$ cat src/sv/tksd_pkg.sv
// tksd_pkg: key codes and byte constants for the terminal key sequence decoder
`default_nettype none
package tksd_pkg;

    localparam int unsigned KeyW  = 5;
    localparam int unsigned ByteW = 8;

    // key codes
    localparam logic [KeyW-1:0] KEY_CHAR  = 5'd0;
    localparam logic [KeyW-1:0] KEY_EOT   = 5'd1;
    localparam logic [KeyW-1:0] KEY_ESC   = 5'd2;
    localparam logic [KeyW-1:0] KEY_ENTER = 5'd3;
    localparam logic [KeyW-1:0] KEY_TAB   = 5'd4;
    localparam logic [KeyW-1:0] KEY_BKSP  = 5'd5;
    localparam logic [KeyW-1:0] KEY_UP    = 5'd6;
    localparam logic [KeyW-1:0] KEY_HOME  = 5'd10;
    localparam logic [KeyW-1:0] KEY_END   = 5'd11;
    localparam logic [KeyW-1:0] KEY_INS   = 5'd12;
    localparam logic [KeyW-1:0] KEY_DEL   = 5'd13;
    localparam logic [KeyW-1:0] KEY_PGUP  = 5'd14;
    localparam logic [KeyW-1:0] KEY_PGDN  = 5'd15;
    localparam logic [KeyW-1:0] KEY_F1    = 5'd16;
    localparam logic [KeyW-1:0] KEY_F5    = 5'd20;
    localparam logic [KeyW-1:0] KEY_F6    = 5'd21;
    localparam logic [KeyW-1:0] KEY_F7    = 5'd22;
    localparam logic [KeyW-1:0] KEY_F8    = 5'd23;
    localparam logic [KeyW-1:0] KEY_F9    = 5'd24;
    localparam logic [KeyW-1:0] KEY_F10   = 5'd25;
    localparam logic [KeyW-1:0] KEY_F11   = 5'd26;
    localparam logic [KeyW-1:0] KEY_F12   = 5'd27;
    localparam logic [KeyW-1:0] KEY_UNK   = 5'd28;

    // received byte values
    localparam logic [ByteW-1:0] CH_CTRL_B = 8'h02;
    localparam logic [ByteW-1:0] CH_EOT    = 8'h04;
    localparam logic [ByteW-1:0] CH_CTRL_E = 8'h05;
    localparam logic [ByteW-1:0] CH_BS     = 8'h08;
    localparam logic [ByteW-1:0] CH_TAB    = 8'h09;
    localparam logic [ByteW-1:0] CH_LF     = 8'h0A;
    localparam logic [ByteW-1:0] CH_CR     = 8'h0D;
    localparam logic [ByteW-1:0] CH_ESC    = 8'h1B;
    localparam logic [ByteW-1:0] CH_SPACE  = 8'h20;
    localparam logic [ByteW-1:0] CH_0      = 8'h30;
    localparam logic [ByteW-1:0] CH_1      = 8'h31;
    localparam logic [ByteW-1:0] CH_2      = 8'h32;
    localparam logic [ByteW-1:0] CH_3      = 8'h33;
    localparam logic [ByteW-1:0] CH_4      = 8'h34;
    localparam logic [ByteW-1:0] CH_5      = 8'h35;
    localparam logic [ByteW-1:0] CH_6      = 8'h36;
    localparam logic [ByteW-1:0] CH_7      = 8'h37;
    localparam logic [ByteW-1:0] CH_8      = 8'h38;
    localparam logic [ByteW-1:0] CH_9      = 8'h39;
    localparam logic [ByteW-1:0] CH_A      = 8'h41;
    localparam logic [ByteW-1:0] CH_D      = 8'h44;
    localparam logic [ByteW-1:0] CH_F      = 8'h46;
    localparam logic [ByteW-1:0] CH_H      = 8'h48;
    localparam logic [ByteW-1:0] CH_O      = 8'h4F;
    localparam logic [ByteW-1:0] CH_P      = 8'h50;
    localparam logic [ByteW-1:0] CH_S      = 8'h53;
    localparam logic [ByteW-1:0] CH_LBRACK = 8'h5B;
    localparam logic [ByteW-1:0] CH_TILDE  = 8'h7E;
    localparam logic [ByteW-1:0] CH_DEL    = 8'h7F;

endpackage
`default_nettype wire

$ cat src/sv/terminal_key_sequence_decoder.sv
// terminal_key_sequence_decoder: turns received terminal bytes into key codes
// each item is held in the input reg, then in the result reg, before its result is valid
// throughput: one item per cycle while o_stall is low; the parse phase is updated as each item is decoded
// an item that completes no key (ESC, CSI prefix bytes) produces no result
// reset: synchronous active low; clears both pipeline valids, phase to idle,
// pending key to zero
`default_nettype none
module terminal_key_sequence_decoder (
    input  wire logic       i_clk,
    input  wire logic       i_rst_n,
    input  wire logic       i_valid,
    output logic            o_stall,
    input  wire logic [7:0] i_rx_byte,
    output logic            o_valid,
    input  wire logic       i_stall,
    output logic [4:0]      o_key_code,
    output logic [7:0]      o_char_value
);

    typedef enum logic [2:0] {
        PH_IDLE  = 3'd0,
        PH_ESC   = 3'd1,
        PH_CSI   = 3'd2,
        PH_CSI1  = 3'd3,
        PH_CSI2  = 3'd4,
        PH_TILDE = 3'd5,
        PH_SS3   = 3'd6
    } t_phase;

    logic        r_in_valid;
    logic [7:0]  r_in_byte;
    t_phase      r_phase, n_phase;
    logic [4:0]  r_pending, n_pending;
    logic        r_out_valid;
    logic [4:0]  r_out_key;
    logic [7:0]  r_out_char;

    logic        emit;
    logic [4:0]  key;
    logic [7:0]  chr;
    logic        out_free;
    logic        advance;

    // handshake: the decode stage moves when the result register can take a value
    assign out_free = !r_out_valid || !i_stall;
    assign advance  = r_in_valid && out_free;
    assign o_stall  = r_in_valid && !out_free;

    // decode of the registered byte against the current phase
    always_comb begin
        n_phase   = r_phase;
        n_pending = r_pending;
        emit      = 1'b0;
        key       = tksd_pkg::KEY_UNK;
        chr       = 8'd0;
        case (r_phase)
            PH_ESC: begin
                if (r_in_byte == tksd_pkg::CH_LBRACK) begin
                    n_phase = PH_CSI;
                end else if (r_in_byte == tksd_pkg::CH_O) begin
                    n_phase = PH_SS3;
                end else begin
                    emit = 1'b1;
                    key  = tksd_pkg::KEY_ESC;
                end
            end
            PH_CSI: begin
                case (r_in_byte) inside
                    tksd_pkg::CH_1: n_phase = PH_CSI1;
                    tksd_pkg::CH_2: n_phase = PH_CSI2;
                    tksd_pkg::CH_3: begin
                        n_phase = PH_TILDE; n_pending = tksd_pkg::KEY_DEL;
                    end
                    tksd_pkg::CH_5: begin
                        n_phase = PH_TILDE; n_pending = tksd_pkg::KEY_PGUP;
                    end
                    tksd_pkg::CH_6: begin
                        n_phase = PH_TILDE; n_pending = tksd_pkg::KEY_PGDN;
                    end
                    [tksd_pkg::CH_A:tksd_pkg::CH_D]: begin
                        emit = 1'b1;
                        key  = tksd_pkg::KEY_UP + 5'(r_in_byte[2:0] - 3'd1);
                    end
                    tksd_pkg::CH_CTRL_E, tksd_pkg::CH_F: begin
                        emit = 1'b1; key = tksd_pkg::KEY_END;
                    end
                    tksd_pkg::CH_CTRL_B, tksd_pkg::CH_H: begin
                        emit = 1'b1; key = tksd_pkg::KEY_HOME;
                    end
                    default: emit = 1'b1;
                endcase
            end
            PH_CSI1: begin
                n_phase = PH_TILDE;
                case (r_in_byte)
                    tksd_pkg::CH_5: n_pending = tksd_pkg::KEY_F5;
                    tksd_pkg::CH_7: n_pending = tksd_pkg::KEY_F6;
                    tksd_pkg::CH_8: n_pending = tksd_pkg::KEY_F7;
                    tksd_pkg::CH_9: n_pending = tksd_pkg::KEY_F8;
                    default: begin
                        n_phase = PH_IDLE; emit = 1'b1;
                    end
                endcase
            end
            PH_CSI2: begin
                n_phase = PH_TILDE;
                case (r_in_byte)
                    tksd_pkg::CH_0: n_pending = tksd_pkg::KEY_F9;
                    tksd_pkg::CH_1: n_pending = tksd_pkg::KEY_F10;
                    tksd_pkg::CH_3: n_pending = tksd_pkg::KEY_F11;
                    tksd_pkg::CH_4: n_pending = tksd_pkg::KEY_F12;
                    tksd_pkg::CH_TILDE: begin
                        n_phase = PH_IDLE; emit = 1'b1; key = tksd_pkg::KEY_INS;
                    end
                    default: begin
                        n_phase = PH_IDLE; emit = 1'b1;
                    end
                endcase
            end
            PH_TILDE: begin
                emit = 1'b1;
                if (r_in_byte == tksd_pkg::CH_TILDE) begin
                    key = r_pending;
                end
            end
            PH_SS3: begin
                emit = 1'b1;
                case (r_in_byte) inside
                    tksd_pkg::CH_CTRL_E, tksd_pkg::CH_F: key = tksd_pkg::KEY_END;
                    tksd_pkg::CH_CTRL_B, tksd_pkg::CH_H: key = tksd_pkg::KEY_HOME;
                    [tksd_pkg::CH_P:tksd_pkg::CH_S]:
                        key = tksd_pkg::KEY_F1 + 5'(r_in_byte[1:0]);
                    default: key = tksd_pkg::KEY_UNK;
                endcase
            end
            default: begin
                // idle, and the unused phase code
                emit = 1'b1;
                case (r_in_byte) inside
                    [tksd_pkg::CH_SPACE:tksd_pkg::CH_TILDE]: begin
                        key = tksd_pkg::KEY_CHAR; chr = r_in_byte;
                    end
                    tksd_pkg::CH_EOT: key = tksd_pkg::KEY_EOT;
                    tksd_pkg::CH_ESC: begin
                        emit = 1'b0; n_phase = PH_ESC;
                    end
                    tksd_pkg::CH_CR, tksd_pkg::CH_LF: key = tksd_pkg::KEY_ENTER;
                    tksd_pkg::CH_TAB: key = tksd_pkg::KEY_TAB;
                    tksd_pkg::CH_DEL, tksd_pkg::CH_BS: key = tksd_pkg::KEY_BKSP;
                    default: key = tksd_pkg::KEY_UNK;
                endcase
            end
        endcase
        // every emitted key closes the sequence
        if (emit) begin
            n_phase = PH_IDLE;
        end
    end

    // input register, phase state and result register
    always_ff @(posedge i_clk) begin
        if (!i_rst_n) begin
            r_in_valid  <= 1'b0;
            r_phase     <= PH_IDLE;
            r_pending   <= 5'd0;
            r_out_valid <= 1'b0;
        end else begin
            if (!o_stall) begin
                r_in_valid <= i_valid;
                if (i_valid) begin
                    r_in_byte <= i_rx_byte;
                end
            end
            if (advance) begin
                r_phase   <= n_phase;
                r_pending <= n_pending;
            end
            if (out_free) begin
                r_out_valid <= advance && emit;
                if (advance && emit) begin
                    r_out_key  <= key;
                    r_out_char <= chr;
                end
            end
        end
    end

    assign o_valid      = r_out_valid;
    assign o_key_code   = r_out_key;
    assign o_char_value = r_out_char;

endmodule
`default_nettype wire
$ cat config.mk
export PLATFORM = sky130hd
export DESIGN_NAME = terminal_key_sequence_decoder
export DESIGN_NICKNAME = d
export VERILOG_FILES = /design/src/sv/tksd_pkg.sv /design/src/sv/terminal_key_sequence_decoder.sv
export SDC_FILE = /design/constraint.sdc
export NUM_CORES = 1
export LEC_CHECK = 0
export ABC_CLOCK_PERIOD_IN_PS = 5810
export BUFFER_PORTS_ARGS = -buffer_cell sky130_fd_sc_hd__buf_2
export CORE_ASPECT_RATIO = 0.7
export CORE_MARGIN = 2
export CORE_UTILIZATION = 50
export CTS_BUF_LIST = sky130_fd_sc_hd__clkbuf_8
export CTS_CLUSTER_SIZE = 8
export DETAILED_ROUTE_END_ITERATION = 10
export GPL_ROUTABILITY_DRIVEN = 0
export PLACE_DENSITY = 0.66
export SLEW_MARGIN = 20
export SYNTH_ARGS = -nofsm -noshare
export SYNTH_HDL_FRONTEND = slang
export SYNTH_SLANG_ARGS = --single-unit
$ cat constraint.sdc
create_clock -name i_clk -period 5.81 [get_ports i_clk]
set_clock_uncertainty 0.15 [all_clocks]
set_input_delay 1.743 -clock i_clk [delete_from_list [all_inputs] [get_ports i_clk]]
set_output_delay 1.743 -clock i_clk [all_outputs]
set_load 0.1 [all_outputs]
== Word level (Yosys, flattened, before mapping) ==
Cells that the tools add are included.
Word-level totals
  logic and storage cells: 139
  output and inout port bits: 15
  register bits after elaboration: 31
Operators by class
  bitwise logic cells: 2
  reduce and logical (&&, ||, !) cells: 24
  equal/unequal tests: 40
  order comparisons: 6
  add/sub/neg operators: 3
  multiplexer cells: 57
Operators with widths (number)
  $mux W5: 26
  $eq A8 B6 Y1 const B: 10
  $eq A8 B7 Y1 const B: 6
  $pmux W5 S4: 2
  $mux W3: 13
  $eq A8 B4 Y1 const B: 4
  $pmux W5 S6: 1
  $le A8 B7 Y1 const B: 3
  $eq A8 B3 Y1 const B: 2
  $ge A8 B7 Y1 const B: 2
  $pmux W3 S5: 1
  $pmux W5 S3: 1
  $reduce_and A7 Y1: 2
  $mux W1: 12
  $ne A6 B2 Y1 const B: 2
  $reduce_or A2 Y1: 5
  $eq A3 B3 Y1 const B: 3
  $eq A8 B2 Y1 const B: 1
  $eq A8 B5 Y1 const B: 1
  $ge A8 B6 Y1 const B: 1
  $ne A4 B4 Y1 const B: 2
  $reduce_or A4 Y1: 2
  $ne A7 B7 Y1 const B: 1
  $reduce_or A7 Y1: 1
  other kinds (17): 28

== Depth between registers and ports, before layout ==
Gate-level depths: netlist (run 1).
  depth after elaboration: 11
  depth in mapped cells: 8

== Worst setup path after synthesis (run 1) ==
Ideal clock, no wire load.
  kind: input to output
  start: input i_stall
  end: output o_stall
  slack: 1.363 ns
  cell stages on the path: 1
  data arrival time: 2.554 ns
  buffers on the path: 0
  cells stage by stage: and3_1
Between the ends
  word-level cells in the longest chain between the ends: 4
RTL lines
  from (decl): RTL line terminal_key_sequence_decoder.sv:15  | input wire logic i_stall,
  $logic_not A1 Y1: RTL line terminal_key_sequence_decoder.sv:45  | assign out_free = !r_out_valid || !i_stall;
  $logic_or A1 B1 Y1: RTL line terminal_key_sequence_decoder.sv:45
  $logic_not A1 Y1: RTL line terminal_key_sequence_decoder.sv:47  | assign o_stall = r_in_valid && !out_free;
  $logic_and A1 B1 Y1: RTL line terminal_key_sequence_decoder.sv:47
  to (decl): RTL line terminal_key_sequence_decoder.sv:12  | output logic o_stall,
Every way passes these cells.

== Worst setup path after layout (run 1) ==
Same ends and word-level chain as after synthesis.

==> results of run 1 <==
-- sequential cells by signal, summed over array words and instances, names as in the netlist --
signal	count
o_char_value	8
o_key_code	5
o_valid	1
r_in_byte	8
r_in_valid	1
r_pending	5
r_phase	3
-- kinds of logic (layout without fill, tap and decap cells) --
| group | Yosys count | count (layout) | share of synthesized area [%] |
|---|---|---|---|
| buffers and inverters | 22 | 40 | 6.64 |
| XOR/XNOR | 3 | 3 | 1.18 |
| AND/OR/NAND/NOR | 101 | 101 | 26.5 |
| multiplexers | 5 | 5 | 2.31 |
| flip-flops | 31 | 31 | 37.4 |
| adder cells (fa/ha/maj) | 6 | 6 | 3.38 |
| AO/OA/AOI/OAI | 64 | 64 | 22.4 |
| other | 1 | 1 | 0.169 |
-- routing by layer --
| layer | track usage (%) | vias to the layer above | share of wire [%] |
|---|---|---|---|
| met5 | 0 | - | 0 |
| met4 | 5.53 | 0 | 0.77 |
| met3 | 5.66 | 5 | 8.4 |
| met2 | 33.9 | 69 | 43 |
| met1 | 32.9 | 889 | 48 |
| li1 | - | 927 | - |
-- worst min-delay path by stage --
stage / endpoint / slack (ns) / cells past startpoint
floorplan: r_pending[2]$_SDFFE_PN0P_ / 0.28 / 2
global placement: r_pending[3]$_SDFFE_PN0P_ / 0.30 / 2
detailed placement: r_pending[0]$_SDFFE_PN0P_ / 0.31 / 2
CTS: r_pending[0]$_SDFFE_PN0P_ / 0.32 / 2
global route: r_pending[0]$_SDFFE_PN0P_ / 0.34 / 2
finish: r_pending[3]$_SDFFE_PN0P_ / 0.32 / 2
-- power groups by stage --
| stage | clock network (mW) | registers [mW] | logic [mW] |
|---|---|---|---|
| 3_3_place_gp | 0 | 0.255 | 0.0661 |
| 5_1_grt | 0.208 | 0.252 | 0.0723 |
| 2_1_floorplan | 0 | 0.274 | 0.0377 |
| 3_5_place_dp | 0 | 0.255 | 0.0671 |
| 6_report | 0.191 | 0.251 | 0.0676 |
| 4_1_cts | 0.196 | 0.251 | 0.0673 |
-- tightest hold or removal path, delay by kind of cell, from the launching register on --
kind             cells  cell delay, ns
and+or+nand+nor      1            0.05
muxes                1            0.06
DFF                  1            0.32
-- layout make-up --
class	count	area, um^2
Fill cell	396	1900
Sequential cell	31	831
Timing Repair Buffer	27	138
Inverter	5	18.8
Tap cell	55	68.8
Multi-Input combinational cell	180	1240
Clock buffer	7	96.3
Clock inverter	1	7.51
-- cells in the final DEF (no fill, tap or decap), types with 4 or more instances in the layout --
master / n
inv_1: 5
dfxtp_1: 10
ha_1: 6
and2_1: 7
o21ai_0: 8
nor2b_1: 7
nor2_1: 12
a41oi_1: 6
mux2i_1: 4
nand4_1: 5
nand3_1: 11
nand2b_1: 4
clkbuf_8: 7
edfxtp_1: 21
a21oi_1: 10
nor3b_1: 4
buf_2: 26
nor3_1: 6
a31oi_1: 4
nand2_1: 21
-- through the flow --
stage / power (mW) / instances / hold WS [ns] / worst slack (ns)
CTS: 0.514 / 306 / 0.322 / 1.46
global route: 0.532 / 306 / 0.336 / 1.43
floorplan: 0.311 / 233 / 0.285 / 1.36
detailed placement: 0.323 / 298 / 0.312 / 1.47
finish: 0.509 / 306 / 0.321 / 1.46
global placement: 0.321 / 298 / 0.299 / 1.46
==> impl_metrics.ini, run 1 <==
[yosys]
synth_top_area_share_pct = 28.4
ys_ff_latch = 31
seq_area_frac_synth_pct = 37.4
synth_area_mm2 = 0.00222
yosys_warnings = 0
netlist_top_cells_area = edfxtp_1 (28%), dfxtp_1 (9.0%), nand2_1 (3.5%), ha_1 (3.4%), buf_6 (2.5%)
synth_edf_count = 21
synth_commonest_cells = edfxtp_1 (21), nand2_1 (21), nor2_1 (12), nand3_1 (11)
postSynthCellCount = 233
syn_area_per_cell_um2 = 9.54
synth_ff_type = edfxtp_1
async_reset_ff_share_pct = 0
yosys.area.top_type = edfxtp_1
synthesis.nets = 251
ys_types = 72

[sta]
min_period_ns = 4.35
setup_viol = 0
setup_tns_ns = 0
hold_viol_final = 0
drv_slew = 0
finalCritPeriodShare_pct = 74.9
fmax_mhz = 230
rsz0062_at_grt = no
worst_slew_pin_slew_ns = 0.846
max-slew-margin-rel_pct = 43.5

[die]
dieArea_mm2 = 0.00500
ioPinCount = 27
chipWidth_um = 83.7
fp.dieH_um = 59.8
rows = 20
start_util_pct = 51.6
core_area_mm2 = 0.00430

[critical_path]
cp_num_cells = 3
rr_worst_depth = 7
rr_startpoint = r_in_byte[1]$_DFFE_PP_
critPathLaunchType = primary input
worst_path_most_repeated_cell = buf_2
slowest_stage = buf_2
startpoint = i_stall
path_class = primary input to primary output
path_cells = buf_2, and3_1, buf_2
cp.arrival_ns = 2.46
crit_required_ns = 3.92
crit_buf_inv = 2
crit_family = buffers and inverters
cp_max_fo = 3
max_stage_delay_ns = 0.44
r2r_slack_ns = 3.00
r2r-end = o_char_value[2]$_SDFFCE_PP0P_
cp-end-kind = primary output
worstSetupEndpoint = o_stall

[final_layout]
stdcell_area_mm2 = 0.00240
final_util_pct = 55.8
num_antenna_cells = 0
area_growth_pct = 8.16
drive_gt1_share_pct = 20.3
nets = 268

[min_path]
hold_class = flop to flop
hp-start = r_pending[3]$_SDFFE_PN0P_

[detailed_routing]
vias = 1890
routed_wl_um = 5300
detail-route-antenna-nets = 0
dr.pass1.iters = 4
drt_iter0_drc = 200
viasPerCell = 6.18
wl_per_cell_um = 17.3
drcViolationCount = 0

[global_route]
grt_first_pass_wirelength_um = 8710
grt_max_degree = 22
grt_overflow = 0
track_usage_pct = 22.6
grt_pass1_vias = 1714
antenna_found_initial = 0

[placed_design]
place_area_mm2 = 0.00230
dp_hpwl_um = 3920
portBuffers = 26

[power_and_ir_drop]
ir_worst_vdd_mv = 0.161
p_leak_nw = 0.891
clkPwrFrac_pct = 37.5
switching_power_mw = 0.141
p_int_mw = 0.369
pwr-share-seq_pct = 49.2
switching_share_pct = 27.7
combPwrFrac_pct = 13.3
powerDensity_mw_per_mm2 = 212

[clock_tree]
cts_resized = 0
post_cts_buffers = 0
cts_buffer_depth = 2
clock_sinks = 31
root_buffer = clkbuf_8
cts_tree = yes
path_clk_slew_ns = 0.07
htreeDepth = 2
cts_buffers = 5
worstSkewPairLatency_ns = 0.28
ctsHoldBuffers = 0

[status]
status = finished, final reports clean

[run]
cap_violations = 0
No activity file was read; power rests on OpenSTA's default activity.
==> inputs of run 2 (changes only) <==
- ABC_CLOCK_PERIOD_IN_PS: 5810 -> 4050
- clock period: 5.81 -> 4.05 ns (I/O delays scaled with it)
==> impl_metrics.ini, run 2 (synthesized netlist as in run 1, its figures left out) <==
[power_and_ir_drop]
p_int_mw = 0.553
switching_power_mw = 0.198
clkPwrFrac_pct = 39.3
p_leak_nw = 0.907
ir_worst_vdd_mv = 0.223
powerDensity_mw_per_mm2 = 311
switching_share_pct = 26.4
combPwrFrac_pct = 12.9
pwr-share-seq_pct = 47.9

[critical_path]
critPathLaunchType = primary input
rr_startpoint = r_in_byte[1]$_DFFE_PP_
cp.arrival_ns = 1.93
crit_required_ns = 2.68
startpoint = i_stall
path_class = primary input to primary output
r2r_slack_ns = 1.22
cp-end-kind = primary output
cp_max_fo = 3
r2r-end = o_char_value[5]$_SDFFCE_PP0P_
rr_worst_depth = 7

[final_layout]
nets = 269
num_antenna_cells = 0
layout_common_cells = buf_2 (26), nand2_1 (21), edfxtp_1 (21)
area_growth_pct = 8.61
final-instance-count-excl-fill = 307
final_common_cell = buf_2
drive_gt1_share_pct = 19.8

[clock_tree]
root_buffer = clkbuf_8
path_clk_slew_ns = 0.06
htreeDepth = 2
cts_buffer_depth = 2
cts_buffers = 5
ctsHoldBuffers = 0
post_cts_buffers = 0
clock_sinks = 31
cts_tree = yes
cts_resized = 0
worstSkewPairLatency_ns = 0.29

[sta]
finalCritPeriodShare_pct = 81.3
hold_ws_ns = 0.320
rsz0062_at_grt = no
hold_viol_final = 0
fmax_mhz = 304
worst_slew_pin_slew_ns = 0.737
drv_slew = 0
setup_viol = 0
max-slew-margin-rel_pct = 50.8
setup_tns_ns = 0
min_period_ns = 3.29

[die]
ioPinCount = 27
fp.dieH_um = 59.8
dieArea_mm2 = 0.00500
start_util_pct = 51.6
core_area_mm2 = 0.00430
chipWidth_um = 83.7
rows = 20

[min_path]
hp-start = r_pending[3]$_SDFFE_PN0P_
min_path_cells = 2
hold_class = flop to flop
holdPathEnd = r_pending[3]$_SDFFE_PN0P_

[global_route]
antenna_found_initial = 0
track_usage_pct = 21.2
grt_pass1_vias = 1586
grt_first_pass_wirelength_um = 8030
grt_max_degree = 22
grt_overflow = 0

[placed_design]
portBuffers = 26
dp_hpwl_um = 3730
dp_cells = 299

[detailed_routing]
dr.pass1.iters = 7
drcViolationCount = 0
drt_iter0_drc = 249
routed_wl_um = 5200
detail-route-antenna-nets = 0
viasPerCell = 6.32
vias = 1941
wl_per_cell_um = 17.0

[status]
status = finished, final reports clean

[run]
cap_violations = 0
run 2: cell types whose count changed in the layout (fill, tap and decap cells not counted), sizes merged:
| cell | change |
|---|---|
| clkinvlp | -1 |
| clkbuf | -2 |
| bufinv | +1 |
| inv | +2 |
| buf | +1 |
run 2: area by class of cell:
| class | instances | area [um^2] |
|---|---|---|
| well taps | 55 | 68.8 |
| clock inverters | 3 | 37.5 |
| clock buffers | 5 | 68.8 |
| inverters | 5 | 18.8 |
| repair buffers | 28 | 145 |
| multi-input cells | 180 | 1240 |
| fillers | 396 | 1890 |
| flip-flops and latches | 31 | 831 |
run 2: worst max-delay path: stages:
cell    delay, ns
buf_2        0.08
and3_1       0.19
buf_2        0.44
run 2: through the flow:
step                      util, %  total power [mW]  instance area (um^2)  setup WS [ns]
after floorplan                 -             0.446                  2220          0.659
after global placement       53.6             0.461                  2310          0.759
after detailed placement     53.6             0.462                  2310          0.759
after CTS                    56.1             0.756                  2410          0.753
after global routing         56.1             0.784                  2410          0.723
final                        56.1             0.752                  2410          0.758
run 2: how the worst max path moves through the flow:
| stage | to | slack, ns |
|---|---|---|
| CTS | o_stall | 0.75 |
| floorplan | o_stall | 0.66 |
| global route | o_stall | 0.72 |
| finish | o_stall | 0.76 |
| global placement | o_stall | 0.76 |
| detailed placement | o_stall | 0.76 |
run 2: metal layers:
layer  GRT usage, %  vias to the layer above  wire length [um]
li1               -                      930                 -
met1           31.0                      908              2430
met2           28.9                       96              2110
met3           8.56                        7               620
met4           5.30                        0                48
met5              0                        -                 0
run 2: power by group through the flow:
stage	logic, mW	clock network [mW]	registers [mW]
after floorplan	0.0540	0	0.392
after global placement	0.0952	0	0.366
after detailed placement	0.0954	0	0.366
after CTS	0.0958	0.301	0.359
after global routing	0.103	0.320	0.361
final	0.0967	0.295	0.360
==> inputs of run 3 (changes only) <==
- ABC_AREA: unset -> 1
- ABC_CLOCK_PERIOD_IN_PS: 4050 -> 2800
- PLACE_DENSITY: 0.66 -> 0.69
- clock period: 4.05 -> 2.8 ns (I/O delays scaled with it)
==> impl_metrics.ini, run 3 <==
[status]
status = finished, final reports clean

[critical_path]
rr_startpoint = r_in_byte[1]$_DFFE_PP_
worstSetupEndpoint = o_char_value[1]$_SDFFCE_PP0P_
r2r-end = o_char_value[1]$_SDFFCE_PP0P_
cp.arrival_ns = 2.28
r2r_slack_ns = 0.34
path_class = flop to flop
startpoint = r_in_byte[1]$_DFFE_PP_
crit_required_ns = 2.63
cp_max_fo = 13
rr_worst_depth = 12
cp-end-kind = flop
critPathLaunchType = flop

[clock_tree]
root_buffer = clkbuf_8
cts_resized = 0
clock_sinks = 31
cts_tree = yes
worstSkewPairLatency_ns = 0.29
cts_buffer_depth = 2
ctsHoldBuffers = 0
htreeDepth = 2
path_clk_slew_ns = 0.07
post_cts_buffers = 0
cts_buffers = 5

[power_and_ir_drop]
switching_power_mw = 0.286
p_leak_nw = 1.15
ir_worst_vdd_mv = 0.329
combPwrFrac_pct = 14.3
switching_share_pct = 28.9
powerDensity_mw_per_mm2 = 398
clkPwrFrac_pct = 33.7
pwr-share-seq_pct = 52.0
p_int_mw = 0.702

[min_path]
hold_class = flop to flop

[yosys]
synthMostInstantiatedCell = nand2_1
seq_area_frac_synth_pct = 38.0
netlist_top_cells_area = edfxtp_1 (29%), nand2_1 (15%), dfxtp_1 (9.2%), nor2_1 (8.6%), nand3_1 (6.4%)
yosys.area.top_type = edfxtp_1
syn_area_per_cell_um2 = 6.90
synthesis.nets = 335
ys_types = 30
synth_top_area_share_pct = 28.8
synth_ff_type = edfxtp_1
synth_area_mm2 = 0.00219
async_reset_ff_share_pct = 0
synth_commonest_cells = nand2_1 (88), nor2_1 (50), inv_1 (34), nand3_1 (28), edfxtp_1 (21)
synth_edf_count = 21
ys_ff_latch = 31
postSynthCellCount = 317
yosys_warnings = 0

[detailed_routing]
drcViolationCount = 0
viasPerCell = 5.30
routed_wl_um = 5330
vias = 2145
drt_iter0_drc = 214
wl_per_cell_um = 13.2
dr.pass1.iters = 5
detail-route-antenna-nets = 0

[die]
chipWidth_um = 83.0
fp.dieH_um = 59.3
rows = 20
start_util_pct = 51.1
ioPinCount = 27
dieArea_mm2 = 0.00493
core_area_mm2 = 0.00428

[global_route]
grt_overflow = 0
antenna_found_initial = 0
grt_first_pass_wirelength_um = 8730
grt_pass1_vias = 1785
grt_max_degree = 14
track_usage_pct = 23.0

[final_layout]
num_antenna_cells = 0
multiInputGateArea_mm2 = 0.00119
final_util_pct = 58.0
final_common_cell = nand2_1
final-instance-count-excl-fill = 405
drive_gt1_share_pct = 17.1
nets = 367
layout_common_cells = nand2_1 (88), nor2_1 (49), inv_1 (36)
seqCellArea_um2 = 831
nFillCells = 430
area_growth_pct = 13.6

[placed_design]
dp_hpwl_um = 4180
dp_cells = 397
post-place-ws_ns = 0.369
portBuffers = 26

[sta]
rsz0062_at_grt = no
setup_tns_ns = 0
fmax_mhz = 407
fin_ws_ns = 0.344
drv_slew = 0
finalCritPeriodShare_pct = 87.7
setup_viol = 0
hold_viol_final = 0
min_period_ns = 2.46

[run]
cap_violations = 0
==> run 3: final cells by class <==
cell class / instances / area share (%)
flip-flops and latches: 31 / 33.5
repair buffers: 27 / 6.15
multi-input cells: 241 / 47.9
inverters: 43 / 6.50
well taps: 55 / 2.77
clock buffers: 5 / 2.77
clock inverters: 3 / 0.504
==> run 3: cell families after synthesis <==
kind of cell | count (synthesis) | share of synthesized area (%)
flops | 31 | 38.0
fa+ha+maj | 6 | 3.43
other cells | 1 | 0.172
xor+xnor | 2 | 0.802
buf+inv | 45 | 7.96
simple gates | 195 | 40.4
compound gates | 37 | 9.22
==> run 3: layer usage <==
layer	part of all wire (%)	routed length (um)	GRT usage [%]
met1	50	2650	35.2
met2	41	2180	33.3
met3	8.5	452	4.74
met4	0.90	48	5.62
met5	0	0	0
==> run 3: worst min path at each step <==
stage / start / to / slack [ns] / cells past startpoint
global route: o_valid$_SDFFE_PN0N_ / o_valid$_SDFFE_PN0N_ / 0.33 / 2
floorplan: r_pending[0]$_SDFFE_PN0P_ / r_pending[0]$_SDFFE_PN0P_ / 0.30 / 2
finish: o_valid$_SDFFE_PN0N_ / o_valid$_SDFFE_PN0N_ / 0.32 / 2
CTS: o_valid$_SDFFE_PN0N_ / o_valid$_SDFFE_PN0N_ / 0.33 / 2
detailed placement: o_valid$_SDFFE_PN0N_ / o_valid$_SDFFE_PN0N_ / 0.32 / 2
global placement: o_valid$_SDFFE_PN0N_ / o_valid$_SDFFE_PN0N_ / 0.32 / 2
==> run 3: per-stage QoR <==
stage	power (mW)	area [um^2]	hold WS, ns
final	0.988	2480	0.323
after detailed placement	0.663	2400	0.316
after global routing	1.03	2480	0.332
after global placement	0.661	2400	0.320
after CTS	0.993	2480	0.325
after floorplan	0.631	2190	0.297
==> run 3: power by group through the flow <==
stage	logic [mW]	registers (mW)	clock network [mW]
final	0.141	0.514	0.333
after CTS	0.140	0.514	0.339
after global routing	0.151	0.515	0.367
after floorplan	0.0606	0.571	0
after detailed placement	0.139	0.524	0
after global placement	0.138	0.523	0
==> run 3: critical path, cell delays in order (launching register included) <==
cell and delay [ns]:
edfxtp_1 0.45, inv_1 0.16, ha_1 0.25, inv_1 0.16
a21oi_1 0.09, nand2_1 0.10, nand4_1 0.17, nand2_2 0.15
nor2_1 0.05, nor2_1 0.08, nand2_1 0.07, inv_1 0.05
buf_4 0.22
